`config.mk`:
```
export PLATFORM = sky130hd
export DESIGN_NAME = rau_front_flat
export DESIGN_NICKNAME = d
export VERILOG_FILES = /design/src/sv/rational_arith_unit_defines.svh /design/src/sv/rau_pkg.sv /design/src/sv/rau_if.sv /design/src/sv/rau_front.sv /design/src/flat_wrapper.sv
export SDC_FILE = /design/constraint.sdc
export NUM_CORES = 2
export LEC_CHECK = 0
export ABC_AREA = 1
export BUFFER_PORTS_ARGS = -buffer_cell sky130_fd_sc_hd__buf_4
export CAP_MARGIN = 20
export CORE_UTILIZATION = 25
export DETAILED_ROUTE_END_ITERATION = 12
export RECOVER_POWER = 50
export SYNTH_ARGS = -nofsm -noshare
export SYNTH_HDL_FRONTEND = slang
export SYNTH_SLANG_ARGS = --single-unit
```
`constraint.sdc`:
```
create_clock -name clk -period 11.95 [get_ports clk]
set_input_delay 1.7925 -clock clk [delete_from_list [all_inputs] [get_ports clk]]
set_output_delay 1.7925 -clock clk [all_outputs]
set_load 0.02 [all_outputs]
```
`src/sv/rational_arith_unit_defines.svh`:
```
// Assertion macros for the rational arithmetic unit
`ifndef RATIONAL_ARITH_UNIT_DEFINES_SVH
`define RATIONAL_ARITH_UNIT_DEFINES_SVH
`ifndef SYNTHESIS
`define RAU_ASSERT(lbl, prop) \
  lbl: assert property (@(posedge clk) disable iff (rst) prop) \
    else $error("rational_arith_unit check failed");
`define RAU_NEVER(lbl, expr) `RAU_ASSERT(lbl, !(expr))
`else
`define RAU_ASSERT(lbl, prop)
`define RAU_NEVER(lbl, expr)
`endif
`endif

```
`src/sv/rau_pkg.sv`:
```
// Shared types and constants of the rational arithmetic unit
package rau_pkg;
  localparam int FUNC_W    = 3;
  localparam int RES_NUM_W = 32;
  localparam int RES_DEN_W = 31;

  typedef enum logic [FUNC_W-1:0] {
    FN_ADD  = 3'd0,
    FN_SUB  = 3'd1,
    FN_MUL  = 3'd2,
    FN_DIV  = 3'd3,
    FN_NORM = 3'd4
  } func_t;
endpackage

```
`src/sv/rau_if.sv`:
```
// Request and response channel interfaces
interface rau_req_if import rau_pkg::*; #(parameter int W = 16);
  logic                valid;
  logic                ready;
  logic [FUNC_W-1:0]   func;
  logic signed [W-1:0] a_num;
  logic signed [W-1:0] a_den;
  logic signed [W-1:0] b_num;
  logic signed [W-1:0] b_den;
  modport source (output valid, func, a_num, a_den, b_num, b_den, input ready);
  modport sink (input valid, func, a_num, a_den, b_num, b_den, output ready);
endinterface


```
`src/sv/rau_front.sv`:
```
// Front end: accept a transaction, form cross products, classify and push
module rau_front import rau_pkg::*; #(
  parameter int W = 16
) (
  input  logic               clk,
  input  logic               rst,
  rau_req_if.sink            req,
  output logic               push_valid,
  input  logic               push_ready,
  output logic [4*W+2:0]     push_data
);
  localparam int PW = 2 * W;
  localparam int NW = 2 * W + 1;
  localparam int MW = 2 * W;

  typedef enum logic [1:0] {F_IDLE, F_MUL, F_PUSH} fstate_t;

  fstate_t             state;
  logic                sub_op;
  logic                sum_op;
  logic signed [W-1:0] x0, y0, x1, y1, x2, y2;
  logic signed [PW-1:0] p0, p1, p2;
  logic signed [NW-1:0] n, d;
  logic [NW-1:0]        nm, dm;
  logic signed [W-1:0]  one;

  assign one = {{(W-1){1'b0}}, 1'b1};
  assign req.ready = (state == F_IDLE);

  always_comb begin
    if (sum_op) begin
      n = sub_op ? NW'(p0) - NW'(p1) : NW'(p0) + NW'(p1);
    end else begin
      n = NW'(p0);
    end
    d  = NW'(p2);
    nm = n[NW-1] ? -n : n;
    dm = d[NW-1] ? -d : d;
  end

  assign push_valid = (state == F_PUSH);
  assign push_data  = {(d == '0), n[NW-1] && (d != '0), d[NW-1] && (d != '0),
                       (d == '0) ? '0 : nm[MW-1:0], (d == '0) ? '0 : dm[MW-1:0]};

  always_ff @(posedge clk) begin
    if (rst) begin
      state <= F_IDLE;
    end else begin
      unique case (state)
        F_IDLE: begin
          if (req.valid) begin
            state  <= F_MUL;
            sum_op <= (req.func inside {FN_ADD, FN_SUB});
            sub_op <= (req.func == FN_SUB);
            x0 <= req.a_num;
            x1 <= req.b_num;
            y1 <= req.a_den;
            x2 <= req.a_den;
            unique case (req.func) inside
              FN_ADD, FN_SUB: begin
                y0 <= req.b_den;
                y2 <= req.b_den;
              end
              FN_MUL: begin
                y0 <= req.b_num;
                y2 <= req.b_den;
              end
              FN_DIV: begin
                y0 <= req.b_den;
                y2 <= req.b_num;
              end
              default: begin
                y0 <= one;
                y2 <= one;
              end
            endcase
          end
        end
        F_MUL: begin
          p0    <= x0 * y0;
          p1    <= x1 * y1;
          p2    <= x2 * y2;
          state <= F_PUSH;
        end
        F_PUSH: begin
          if (push_ready) state <= F_IDLE;
        end
        default: state <= F_IDLE;
      endcase
    end
  end
endmodule

```
`src/flat_wrapper.sv`:
```
// flat-port wrapper written by rule: the top's interface ports become plain ports
module rau_front_flat import rau_pkg::*;
#(
  parameter int W = 16
)
  (clk, rst, push_valid, push_ready, push_data, req_valid, req_func, req_a_num, req_a_den, req_b_num, req_b_den, req_ready);
  rau_req_if #(.W(W)) req_i ();
  input  logic clk;
  input  logic rst;
  output logic push_valid;
  input  logic push_ready;
  output logic [4*W+2:0] push_data;
  input wire logic [$bits(req_i.valid)-1:0] req_valid;
  input wire logic [$bits(req_i.func)-1:0] req_func;
  input wire logic [$bits(req_i.a_num)-1:0] req_a_num;
  input wire logic [$bits(req_i.a_den)-1:0] req_a_den;
  input wire logic [$bits(req_i.b_num)-1:0] req_b_num;
  input wire logic [$bits(req_i.b_den)-1:0] req_b_den;
  output wire logic [$bits(req_i.ready)-1:0] req_ready;
  assign req_i.valid = req_valid;
  assign req_i.func = req_func;
  assign req_i.a_num = req_a_num;
  assign req_i.a_den = req_a_den;
  assign req_i.b_num = req_b_num;
  assign req_i.b_den = req_b_den;
  assign req_ready = req_i.ready;
  rau_front #(.W(W)) u_core (.clk(clk), .rst(rst), .req(req_i), .push_valid(push_valid), .push_ready(push_ready), .push_data(push_data));
endmodule
```
==> results.py <==
metrics = {
    "clock_tree": {
        "ctsRootBufferMaster": "clkbuf_16",
        "ctsHtreeMaxLevel": 4,
        "clk_pin_slew_ps": 80,
        "clk_latency_ps": 540,
        "cts_resized": 0,
        "cts_inserted_buffers": 17,
        "hold_buffers": 0,
        "post_cts_buffers": 0,
        "numClockSinks": 180,
        "cts.path.max_buffers": 2,
        "cts_tree": "done",
    },
    "layout": {
        "diodes": 0,
        "final_common_cell": "inv_1",
        "fin_nets": 6189,
        "syn_to_final_growth_pct": 9.005,
        "fin_cells": 7237,
        "seq_area_sq_um": 5385,
        "layout_common_cells": "inv_1 (1467), nand2_1 (1119), fa_1 (787)",
        "fillCellCount": 17430,
        "drive_gt1_share_pct": 5.650,
        "multi_input_area_sq_um": 29530,
    },
    "synth": {
        "synthFlopType": "edfxtp_1",
        "synthCells": 5049,
        "syn_area_per_cell_sq_um": 8.165,
        "ys_seq_area_share_pct": 13.06,
        "synthArstFlopShare_pct": 0,
        "ys_warn_count": 0,
        "ys_types": 59,
        "ys_ff_latch": 180,
        "synth_nets": 6188,
        "syn_area_sq_um": 41220,
        "synth_edf_count": 178,
    },
    "placement": {
        "portBuffers": 139,
        "dp_hpwl_mm": 90.87,
        "routabilityCongestion": 0.9157,
        "dp_cells": 7204,
    },
    "die": {
        "start_util_pct": 25.27,
        "fp.coreArea_sq_um": 163100,
        "num_rows": 148,
        "dieHeight_microns": 408.1,
        "fp.dieW_microns": 408.1,
        "pin_count": 140,
        "die_area_sq_um": 166500,
    },
    "routing": {
        "postRouteAntennaNets": 0,
        "via_count": 31160,
        "via_per_inst": 4.306,
        "wl_mm": 109.7,
        "post_drt_wl_per_cell_microns": 15.16,
        "first_pass_iters": 5,
        "drt-initial-drc-count": 1954,
        "drc": 0,
    },
    "worst_setup_path": {
        "worst-path-max-fanout": 32,
        "endpoint": "u_core.p2[27]$_DFFE_PP_",
        "startpoint": "u_core.y1[0]$_DFFE_PP_",
        "crit-reg2reg-capture": "u_core.p2[27]$_DFFE_PP_",
        "path_class": "flip-flop to flip-flop",
        "worst-r2r-setup-slack_ps": 4690,
        "r2r_cells": 23,
        "cp.required_ps": 12220,
        "end_kind": "flip-flop",
        "cp-start-kind": "flip-flop",
        "cp.arrival_ps": 7530,
        "rr_startpoint": "u_core.y1[0]$_DFFE_PP_",
    },
    "run": {
        "cap_violations": 4,
    },
    "timing": {
        "final-hold-violation-count": 0,
        "skew_ps": 22.24,
        "finalCriticalPeriod_ps": 7259,
        "rsz0062_at_grt": "no",
        "slew_viol_final": 204,
        "worst_slew_pin_slew_ps": 4481,
        "min_period_over_period_pct": 60.75,
        "relSlewSlack_pct": -198.7,
        "fin_setup_tns_ps": 0,
        "finalSetupViolations": 0,
        "max_freq_ghz": 0.1378,
    },
    "hold_path": {
        "min-delay-path-class": "flip-flop to flip-flop",
        "hold_depth": 3,
    },
    "outcome": {
        "violations": "capacitance limit, slew limit",
        "status": "finished, violations left",
    },
    "global_route": {
        "grt_pass1_vias": 32750,
        "grt_antenna_before_repair": 5,
        "grt_max_degree": 72,
        "grt_overflow": 0,
        "grt_pass1_wl_mm": 178.0,
        "grt_usage_pct": 13.41,
    },
}
cells by family after synthesis:
family / count (synthesis) / share of synthesized area (%)
buffers and inverters: 1673 / 15.35
AND/OR/NAND/NOR: 1609 / 16.25
adder cells (fa/ha/maj): 1068 / 46.75
AO/OA/AOI/OAI: 345 / 4.896
flip-flops: 180 / 13.06
XOR/XNOR: 174 / 3.697
how the worst min path moves through the flow:
stage	from	to	slack, ps
floorplan	u_core.state[0]$_SDFFE_PP0P_	u_core.state[1]$_SDFFE_PP0P_	480
global placement	u_core.state[0]$_SDFFE_PP0P_	u_core.state[1]$_SDFFE_PP0P_	560
detailed placement	u_core.state[0]$_SDFFE_PP0P_	u_core.state[1]$_SDFFE_PP0P_	570
CTS	u_core.state[0]$_SDFFE_PP0P_	u_core.state[1]$_SDFFE_PP0P_	580
global route	u_core.state[1]$_SDFFE_PP0P_	u_core.state[0]$_SDFFE_PP0P_	590
finish	u_core.state[1]$_SDFFE_PP0P_	u_core.state[0]$_SDFFE_PP0P_	570
synthesized netlist by cell type (5+ instances only):
cell | number | area, sq um
nor2_1 | 225 | 844.6
o21ai_2 | 11 | 96.34
or2_2 | 23 | 143.9
nor3_1 | 31 | 155.2
nor3_2 | 6 | 60.06
a21o_1 | 7 | 52.55
o211ai_1 | 8 | 60.06
a21oi_1 | 147 | 735.7
a31oi_1 | 12 | 75.07
ha_1 | 281 | 3516
nand3_1 | 101 | 505.5
o21a_1 | 11 | 82.58
nor2_2 | 11 | 68.82
o21ai_1 | 29 | 145.1
nor4_1 | 7 | 43.79
fa_1 | 787 | 15760
nand2_1 | 1119 | 4200
xnor2_1 | 76 | 665.6
o21ai_0 | 50 | 250.2
inv_1 | 1467 | 5507
nor2_4 | 7 | 78.83
edfxtp_1 | 178 | 5345
nand3b_1 | 7 | 52.55
clkbuf_1 | 175 | 656.9
nand3_2 | 6 | 60.06
buf_6 | 5 | 56.30
xor2_1 | 98 | 858.3
nand4_1 | 24 | 150.1
a21boi_0 | 5 | 37.54
inv_2 | 16 | 60.06
o21bai_1 | 13 | 97.59
o22ai_1 | 32 | 200.2
nand2_2 | 26 | 162.7
flip-flops by register name, indices dropped and copies added (netlist names):
signal,flops
u_core.p1,32
u_core.sum_op,1
u_core.sub_op,1
u_core.y2,16
u_core.x0,16
u_core.p2,32
u_core.state,2
u_core.y0,16
u_core.p0,32
u_core.y1,16
u_core.x1,16
stage by stage:
stage / hold slack, ps / cell area [sq um] / utilization [%] / worst slack, ps
after global placement: 558.3 / 44480 / 27.26 / 5522
after CTS: 583.7 / 45070 / 27.63 / 4949
final: 565.9 / 44940 / 27.54 / 4691
after floorplan: 479.1 / 41220 / - / 5628
after detailed placement: 571.1 / 44480 / 27.26 / 5497
after global routing: 591.1 / 44940 / 27.54 / 4395
cell type report:
| class | instances | share of cell area [%] |
|---|---|---|
| Multi-Input combinational cell | 3196 | 65.71 |
| Tap cell | 2175 | 6.056 |
| Clock buffer | 17 | 0.9467 |
| Sequential cell | 180 | 11.98 |
| Inverter | 1484 | 12.40 |
| Clock inverter | 14 | 0.3731 |
| Timing Repair Buffer | 171 | 2.539 |
worst max-delay path, stage by stage, from the launching register on:
cell      delay, ps
edfxtp_1        320
clkbuf_1       1490
nand2_1         180
fa_1            450
inv_1            80
fa_1            450
ha_1            210
fa_1            490
inv_1            60
fa_1            500
fa_1            500
inv_1            40
ha_1            320
nand2_1          80
inv_1            40
a21oi_1         220
o21ai_1         160
a21oi_1         460
o21ai_1         180
a21oi_1         290
o21bai_1        140
nand2_1          80
nand2_1          70
xor2_1          160
metal layers:
metal,vias up,share of wire [%],GRT usage (%)
met4,10,1.5,2.936
met1,15490,47,19.02
li1,14650,-,-
met3,106,6.5,2.238
met2,903,45,21.26
met5,-,0.058,0
Power is not shown: default switching activity piles up to over one toggle a cycle in this logic, so the estimate is an artifact.
