==> src/sv/rational_arith_unit_defines.svh <==
// Assertion macros for the rational arithmetic unit
`ifndef RATIONAL_ARITH_UNIT_DEFINES_SVH
`define RATIONAL_ARITH_UNIT_DEFINES_SVH
`ifndef SYNTHESIS
`define RAU_ASSERT(lbl, prop) \
  lbl: assert property (@(posedge clk) disable iff (rst) prop) \
    else $error("rational_arith_unit check failed");
`define RAU_NEVER(lbl, expr) `RAU_ASSERT(lbl, !(expr))
`else
`define RAU_ASSERT(lbl, prop)
`define RAU_NEVER(lbl, expr)
`endif
`endif

==> src/sv/rau_queue.sv <==
// Two-entry queue between front and back end
module rau_queue #(
  parameter int DW = 67
) (
  input  logic          clk,
  input  logic          rst,
  input  logic          push_valid,
  output logic          push_ready,
  input  logic [DW-1:0] push_data,
  output logic          pop_valid,
  input  logic          pop_ready,
  output logic [DW-1:0] pop_data
);
  logic [DW-1:0] mem [2];
  logic          wr_ptr, rd_ptr;
  logic [1:0]    count;
  logic          push, pop;

  assign push_ready = (count != 2'd2);
  assign pop_valid  = (count != 2'd0);
  assign pop_data   = mem[rd_ptr];
  assign push = push_valid && push_ready;
  assign pop  = pop_valid && pop_ready;

  always_ff @(posedge clk) begin
    if (push) mem[wr_ptr] <= push_data;
  end

  always_ff @(posedge clk) begin
    if (rst) begin
      wr_ptr <= 1'b0;
      rd_ptr <= 1'b0;
      count  <= 2'd0;
    end else begin
      if (push) wr_ptr <= ~wr_ptr;
      if (pop) rd_ptr <= ~rd_ptr;
      count <= count + {1'b0, push} - {1'b0, pop};
    end
  end
endmodule

==> config.mk <==
export PLATFORM = sky130hd
export DESIGN_NAME = rau_queue
export DESIGN_NICKNAME = d
export VERILOG_FILES = /design/src/sv/rational_arith_unit_defines.svh /design/src/sv/rau_queue.sv
export SDC_FILE = /design/constraint.sdc
export NUM_CORES = 1
export LEC_CHECK = 0
export BUFFER_PORTS_ARGS = -buffer_cell sky130_fd_sc_hd__buf_2
export CAP_MARGIN = 10
export CORE_MARGIN = 2
export CORE_UTILIZATION = 47
export DETAILED_ROUTE_END_ITERATION = 8
export HOLD_SLACK_MARGIN = 0.05
export PLACE_DENSITY_LB_ADDON = 0.2
export SYNTH_ARGS = -nofsm -noshare
export SYNTH_HDL_FRONTEND = slang
export SYNTH_SLANG_ARGS = --single-unit
==> constraint.sdc <==
create_clock -name clk -period 3.9 [get_ports clk]
set_input_delay 0.39 -clock clk [delete_from_list [all_inputs] [get_ports clk]]
set_output_delay 0.39 -clock clk [all_outputs]
set_load 0.02 [all_outputs]
==> impl_metrics.ini, run 1 <==
[detailed_routing]
ant_nets = 0
drtIter0Drc = 115
drt-total-wl_um = 8880
viasPerCell = 4.74
wl_per_cell_um = 15.0
dr.pass1.iters = 4
num_vias = 2799
drc_errors = 0

[worst_setup_path]
critPathLaunchType = flop
criticalPathCategory = flop to primary output
endpoint_kind = primary output
cp_max_fo = 67
arrival_ns = 2.20
cp_data_required_time_ns = 3.51

[sta]
tns_ns = 0
period_share_pct = 66.3
setup_viol_count_final = 0
layout_min_cycle_time_ns = 2.59
drv_slew = 0
hold_viol = 0
fmax_ghz = 0.387
maxSlewHeadroom_pct = 28.3
rsz0062_at_grt = false
finClkSkew_ns = 0.00495
worstMarginPinSlew_ns = 1.08

[yosys]
yosys_register_bits = 139
synth_area_per_cell_um2 = 22.3
synth_cell_types = 18
ys_seq_area_share_pct = 79.7
syn_inst = 232
netlist_area_um2 = 5170
synthesis.nets = 305
ys_warn_count = 0

[layout]
antennaDiodeCount = 0
syn2layout_area_growth_pct = 36.9
utilization_pct = 65.6
drive_above_1_share_pct = 52.5
fin_area_um2 = 7080
num-nets-final = 511
fillers = 782

[power_and_ir_drop]
leakagePower_uw = 0.00275
peakVddDrop_mv = 0.488
powerDensity_nw_per_um2 = 647

[global_route]
first_global_vias = 2808
track_usage_pct = 15.3
gr-total-overflow = 0
grt_max_degree = 68
grt_pass1_wl_um = 13200
antenna_found_initial = 1

[die]
die_w_um = 109
num_io_pins = 140
fp.dieH_um = 109
fp.coreArea_um2 = 10800
row_count = 38
start_util_pct = 47.9
dieArea_um2 = 11900

[cts]
clockBufferDepth = 2
htree_levels = 4
cts_buffers = 17
cts.sinks = 139
cts_root_buf = clkbuf_8
clock_latency_ns = 0.51
cts.clk_slew.worst_paths_ns = 0.06
tritoncts = yes

[hold_path]
hold_path.class = input pin to flop

[placement]
hpwl_um = 5210
portBuffers = 139
gp_congestion = 0.688
place_area_um2 = 6020

[flow_run]
drv_cap = 0

[status]
status = completed
-- layout by cell type (no fill, tap or decap), drive strengths merged --
cell         instances
xor2                 1
nand2                1
clkinv               8
dfxtp                5
dlygate4sd3         53
edfxtp             134
nor2                 5
bufinv               2
and3                 1
mux2                68
o21a                 1
xnor2                2
or2                  1
clkbuf              21
nand2b               1
ha                   2
inv                  1
buf                141
nor2b                2
clkinvlp             1
-- worst paths after layout --
kind | startpoint | end | slack, ns | depth (start not counted)
setup / recovery | flop | pop_data[34] | 1.31 | 2
hold reg to reg | rd_ptr | flop | 0.52 | 2
hold / removal | push_data[23] | mem[0][23] | 0.08 | 1
setup reg to reg | count[0] | mem[0][59] | 1.69 | 4
-- where the power goes --
group / total [uW] / internal [uW] / leakage [uW] / switching (uW)
registers: 2030 / 1880 / 0.00129 / 154
logic: 1110 / 530 / 0.00120 / 581
clock network: 1440 / 894 / 0.000259 / 541
-- cell families after synthesis --
family | share of synthesized area (%)
adders and majority gates | 0.483
buffers and inverters | 1.16
xor gates and xnor gates | 0.508
and+or+nand+nor | 1.04
muxes | 17.0
AOI/OAI and AO/OA | 0.145
DFF | 79.7
-- registers in the layout, summed over array words and instances (netlist names), named ones only --
| name | cells |
|---|---|
| count | 2 |
| mem | 134 |
| rd_ptr | 1 |
| wr_ptr | 1 |
-- area by class of cell --
class                   count  area (um^2)  share of cell area [%]
flip-flops and latches    139         4130                    58.3
repair buffers            194         1240                    17.5
multi-input cells          85         1000                    14.2
clock buffers              21          429                    6.06
well taps                 140          175                    2.47
clock inverters            11          103                    1.45
inverters                   1         3.75                  0.0530
-- critical path, stage by stage (launching register included) --
cell     delay [ns]
dfxtp_4        1.07
mux2_2         0.43
buf_2          0.16
-- Yosys cell counts --
cell type | instances | area (um^2)
and3_1 | 1 | 6.26
buf_2 | 3 | 15.0
buf_4 | 1 | 7.51
buf_6 | 3 | 33.8
dfxtp_1 | 5 | 100
edfxtp_1 | 134 | 4020
ha_1 | 2 | 25.0
inv_1 | 1 | 3.75
mux2_2 | 38 | 428
mux2_4 | 30 | 450
nand2_1 | 1 | 3.75
nand2b_1 | 1 | 6.26
nor2_1 | 5 | 18.8
nor2b_1 | 2 | 12.5
o21a_1 | 1 | 7.51
or2_2 | 1 | 6.26
xnor2_1 | 2 | 17.5
xor2_1 | 1 | 8.76
-- layer usage --
layer / routed length [um] / part of all wire, % / GRT usage, %
met1: 3740 / 42 / 19.1
met2: 4320 / 49 / 23.9
met3: 712 / 8.0 / 6.69
met4: 93 / 1.0 / 5.49
met5: 8 / 0.090 / 0
-- through the flow --
stage / power (uW) / instances / setup slack [ns] / hold slack (ns)
after global placement: 3130 / 506 / 1.69 / 0.496
after floorplan: 2820 / 232 / 0.982 / 0.462
after global routing: 4780 / 591 / 1.20 / 0.0516
after CTS: 4620 / 582 / 1.26 / 0.0500
final: 4580 / 591 / 1.31 / 0.0770
after detailed placement: 3150 / 506 / 1.63 / 0.499
-- repair_timing --
| item | CTS | global route |
|---|---|---|
| resized for setup | 0 | 0 |
| hold buffers | 44 | 9 |
| endpoints found under the hold margin | 85 | 15 |
| buffers inserted | 0 | 0 |
(Power assumes the default switching activity.)
==> run 2: changes to the inputs <==
--- a/config.mk
+++ b/config.mk
@@ -8,7 +8,7 @@
 export BUFFER_PORTS_ARGS = -buffer_cell sky130_fd_sc_hd__buf_2
 export CAP_MARGIN = 10
 export CORE_MARGIN = 2
-export CORE_UTILIZATION = 47
+export CORE_UTILIZATION = 52
 export DETAILED_ROUTE_END_ITERATION = 8
 export HOLD_SLACK_MARGIN = 0.05
 export PLACE_DENSITY_LB_ADDON = 0.2
==> constraint.sdc (replaced) <==
create_clock -name clk -period 2.6 [get_ports clk]
set_input_delay 0.26 -clock clk [delete_from_list [all_inputs] [get_ports clk]]
set_output_delay 0.26 -clock clk [all_outputs]
set_load 0.02 [all_outputs]
==> run 2 against run 1 <==
Die area down 9.3%. Sequential share of layout area down 2.1 points. Total power is 58% higher. Global-route usage grew 3.0 points. Non-clock buffer count up 19. Cell area rose by 3.7%. Core utilization grew 9.8 points. Register-to-register slack lost 0.73 ns. Critical path depth is 1 higher. Wire length is 9.1% higher. Count of clock-buffer cells in the layout up 4. Highest routed layer is now met4.
==> impl_metrics.ini, run 2 (same netlist as run 1, synthesis figures left out) <==
[placement]
dp_cells = 503
portBuffers = 139
hpwl_um = 5690
dp_slack_ns = 0.965
gp_congestion = 0.722

[sta]
period_share_pct = 82.6
finClkSkew_ns = 0.0109
rsz0062_at_grt = false
maxSlewHeadroom_pct = 68.9
fmax_ghz = 0.465
layout_min_cycle_time_ns = 2.15
tns_ns = 0
fin_ws_ns = 0.451
setup_viol_count_final = 0
hold_viol = 0
drv_slew = 0
worstMarginPinSlew_ns = 0.467
fin_hold_ws_ns = 0.213

[cts]
clock_latency_ns = 0.51
hold_buffers = 68
cts.sinks = 139
cts_setup_buffers = 0
cts_buffers = 17
cts.clk_slew.worst_paths_ns = 0.06
htree_levels = 4
cts.repair.resized = 0
clockBufferDepth = 2
tritoncts = yes
cts_root_buf = clkbuf_8

[power_and_ir_drop]
p_int_uw = 5280
p_sw_share_pct = 26.9
finalPower_uw = 7210
peakVddDrop_mv = 0.601
leakagePower_uw = 0.00287
switching_power_uw = 1940
p_comb_share_pct = 25.4
clock_power_share_pct = 33.9
seqPwrFrac_pct = 40.7
powerDensity_nw_per_um2 = 982

[layout]
syn2layout_area_growth_pct = 41.9
fillers = 612
regArea_um2 = 4130
final_common_cell = buf_2
drive_above_1_share_pct = 51.9
largest_register_ffs = 134
multi_input_area_um2 = 1000
reg_top3 = mem: 134 flops, count: 2 flops
regMostFlops = mem
antennaDiodeCount = 0
finalNonFillerCells = 603
num-nets-final = 530
final_cell_mix = buf_2, edfxtp_1, dlygate4sd3_1, mux2_2, mux2_4

[worst_setup_path]
cp_max_fo = 42
criticalPathCategory = flop to primary output
cp_data_required_time_ns = 2.34
endpoint_kind = primary output
arrival_ns = 1.89
rrSetupSlack_ns = 0.96
critPathLaunchType = flop

[detailed_routing]
drt-total-wl_um = 9680
drtIter0Drc = 131
ant_nets = 0
wl_per_cell_um = 16.1
dr.pass1.iters = 4
viasPerCell = 4.78
num_vias = 2883
drc_errors = 0

[global_route]
grt_max_degree = 43
gr-total-overflow = 0
antenna_found_initial = 0
grt_pass1_wl_um = 14800
track_usage_pct = 18.4
first_global_vias = 3059

[die]
fp.coreArea_um2 = 9730
dieArea_um2 = 10800
start_util_pct = 53.2
num_io_pins = 140
row_count = 36
fp.dieH_um = 104
die_w_um = 104

[status]
status = completed

[hold_path]
hold_path.class = input pin to flop

[flow_run]
drv_cap = 0
==> run 2: worst max-delay path, cell delays in order (launching register included) <==
cell and delay [ns]:
dfxtp_4 0.50, buf_12 0.29, mux2_2 0.39, buf_2 0.16
==> run 2: cell type report <==
| type | count | area share, % |
|---|---|---|
| Timing Repair Buffer | 213 | 19.5 |
| Tap cell | 133 | 2.27 |
| Inverter | 1 | 0.0511 |
| Clock inverter | 7 | 1.87 |
| Clock buffer | 25 | 6.46 |
| Sequential cell | 139 | 56.2 |
| Multi-Input combinational cell | 85 | 13.6 |
==> run 2: per-layer routing <==
metal	routed length, um	GRT usage (%)	vias to the layer above
met2	5170	32.2	96
met5	0	0	-
met1	3860	20.1	1414
met4	91	6.76	0
met3	556	7.36	7
li1	-	-	1366
==> run 2: path summary, 6_finish.rpt <==
path                  start     endpoint  depth (start not counted)
setup / recovery       flop  pop_data[1]                          3
hold / removal    pop_ready       rd_ptr                          4
setup reg to reg   count[0]     count[1]                          8
hold reg to reg      rd_ptr       rd_ptr                          2
==> run 2: stage by stage <==
stage / utilization (%) / area [um^2]
3_5_place_dp: 62.2 / 6050
5_1_grt: 75.5 / 7340
4_1_cts: 75.5 / 7340
2_1_floorplan: - / 5180
3_3_place_gp: 62.2 / 6050
6_report: 75.5 / 7340
==> run 2: power by group through the flow <==
stage	clock network [uW]	registers, uW	logic [uW]
after CTS	2490	2940	1850
after detailed placement	0	2980	1760
after global placement	0	2960	1750
after global routing	2580	2960	1950
after floorplan	0	2920	1300
final	2450	2930	1830
==> run 3: changes to the inputs <==
--- a/config.mk
+++ b/config.mk
@@ -5,6 +5,7 @@
 export SDC_FILE = /design/constraint.sdc
 export NUM_CORES = 1
 export LEC_CHECK = 0
+export ABC_AREA = 1
 export BUFFER_PORTS_ARGS = -buffer_cell sky130_fd_sc_hd__buf_2
 export CAP_MARGIN = 10
 export CORE_MARGIN = 2
==> constraint.sdc (replaced) <==
create_clock -name clk -period 2 [get_ports clk]
set_input_delay 0.2 -clock clk [delete_from_list [all_inputs] [get_ports clk]]
set_output_delay 0.2 -clock clk [all_outputs]
set_load 0.02 [all_outputs]
==> run 3 against run 2 <==
Clock skew fell by 0.0042 ns. Area after synthesis rose by 0.31%. Cell area rose by 1.1%. Combinational power rose by 34%. Die area rose by 0.30%. Via count rose by 1.8%. Count of clock-buffer cells in the layout fell by 5. Register-to-register slack got worse by 0.57 ns. Highest routed layer unchanged.
==> impl_metrics.ini, run 3 <==
[status]
status = completed

[die]
start_util_pct = 53.4
fp.coreArea_um2 = 9730
dieArea_um2 = 10800
num_io_pins = 140
row_count = 36
die_w_um = 104
fp.dieH_um = 104

[detailed_routing]
wl_per_cell_um = 15.2
drc_errors = 0
drtIter0Drc = 121
ant_nets = 0
drt-total-wl_um = 9400
num_vias = 2934
dr.pass1.iters = 5
viasPerCell = 4.75

[sta]
drv_slew = 0
worstMarginPinSlew_ns = 0.400
fin_hold_ws_ns = 0.395
maxSlewHeadroom_pct = 73.3
fmax_ghz = 0.523
tns_ns = 0
finClkSkew_ns = 0.00677
setup_viol_count_final = 0
period_share_pct = 95.6
layout_min_cycle_time_ns = 1.91
rsz0062_at_grt = false
hold_viol = 0

[cts]
clockBufferDepth = 2
cts_root_buf = clkbuf_8
clock_latency_ns = 0.50
tritoncts = yes
cts_buffers = 17
htree_levels = 4
cts.sinks = 139
cts_setup_buffers = 0
cts.clk_slew.worst_paths_ns = 0.06

[power_and_ir_drop]
clock_power_share_pct = 33.1
p_int_uw = 6790
p_sw_share_pct = 27.5
powerDensity_nw_per_um2 = 1260
peakVddDrop_mv = 0.772
leakagePower_uw = 0.00292
seqPwrFrac_pct = 40.7
switching_power_uw = 2570
p_comb_share_pct = 26.2
finalPower_uw = 9360

[yosys]
yosysMostFrequentCell = edfxtp_1
synthTopCellsByCount = edfxtp_1, mux2_2, mux2_4
synth_area_leaders = edfxtp_1, mux2_4, mux2_2, dfxtp_1, nor2_1
synth_top_area_share_pct = 77.5
synth_edf_count = 134
synth_area_per_cell_um2 = 21.2
synth_cell_types = 13
netlist_area_um2 = 5190
synthesis.nets = 318
synth_flop_cell = edfxtp_1
ys_warn_count = 0
ys_seq_area_share_pct = 79.4
yosysTopAreaCell = edfxtp_1
syn_inst = 245
yosys_register_bits = 139
synthArstFlopShare_pct = 0

[worst_setup_path]
path_buf_inv = 2
endpoint_kind = primary output
cp_max_fo = 47
arrival_ns = 1.71
cp_data_required_time_ns = 1.80
cp_slowest_cell = mux2_2
max_stage_delay_ns = 0.39
criticalPathCategory = flop to primary output
critPathLaunchType = flop
crit_family = buffers and inverters
worstPathCellList = buf_16, mux2_2, buf_2

[hold_path]
hold_path.class = input pin to flop

[placement]
dp_cells = 516
hpwl_um = 5480
gp_congestion = 0.708
portBuffers = 139

[layout]
regMostFlops = mem
final_cell_mix = buf_2, edfxtp_1, dlygate4sd3_1, mux2_2, mux2_4
utilization_pct = 76.3
syn2layout_area_growth_pct = 43.1
largest_register_ffs = 134
finalNonFillerCells = 618
reg_top3 = mem: 134 flops, count: 2 flops
antennaDiodeCount = 0
num-nets-final = 545
final_common_cell = buf_2
drive_above_1_share_pct = 50.9

[global_route]
grt_max_degree = 54
antenna_found_initial = 0
grt_pass1_wl_um = 14900
first_global_vias = 3131
track_usage_pct = 18.2
gr-total-overflow = 0

[flow_run]
drv_cap = 0
==> run 3: final timing paths <==
check	slack (ns)	startpoint	endpoint	cells past startpoint
setup / recovery	0.09	flop	pop_data[33]	3
hold / removal	0.40	rst	count[0]	3
hold reg to reg	0.50	rd_ptr	flop	2
setup reg to reg	0.39	count[1]	mem[1][41]	4
==> run 3: area by class of cell <==
cell class | count | area, um^2
flip-flops and latches | 139 | 4130
fillers | 599 | 2300
repair buffers | 215 | 1500
multi-input cells | 91 | 1000
clock buffers | 20 | 425
clock inverters | 12 | 171
well taps | 133 | 166
inverters | 8 | 33.8
==> run 3: kinds of logic (layout without fill, tap and decap cells) <==
family,Yosys count,count (layout),synth area share [%]
and+or+nand+nor,20,20,1.52
buffers and inverters,15,255,1.66
AOI/OAI and AO/OA,2,2,0.193
DFF,139,139,79.4
muxes,67,67,16.7
adders and majority gates,2,2,0.482
==> run 3: worst reg2reg max path, cell delays in order, from the launching register on <==
cell        delay [ns]
dfxtp_1           0.42
nand2_4           0.09
nand3_1           0.14
clkinvlp_4        0.38
buf_12            0.32
==> run 3: power groups by stage <==
stage,registers (uW),clock network (uW),logic [uW]
floorplan,3840,0,1670
global placement,3840,0,2330
detailed placement,3870,0,2350
CTS,3810,3170,2470
global route,3850,3290,2630
finish,3810,3100,2450
==> run 3: metal layers <==
layer	up-vias	part of all wire (%)	track usage, %
met5	-	0	0
met4	0	1.3	6.95
met3	13	4.3	6.45
met2	87	54	32.3
met1	1423	41	20.1
li1	1411	-	-
==> run 3: timing repair <==
| action | 4_1_cts | 5_1_grt |
|---|---|---|
| hold endpoints to repair | 139 | 0 |
| endpoints found under the setup margin | 0 | 2 |
| gates resized for setup | 0 | 2 |
| hold buffers | 70 | 0 |
==> run 3: per-stage QoR <==
stage | worst slack, ns | area, um^2
6_report | 0.0884 | 7430
5_1_grt | 0.00113 | 7430
4_1_cts | 0.0269 | 7420
3_5_place_dp | 0.384 | 6120
3_3_place_gp | 0.427 | 6120
2_1_floorplan | 0.00147 | 5210
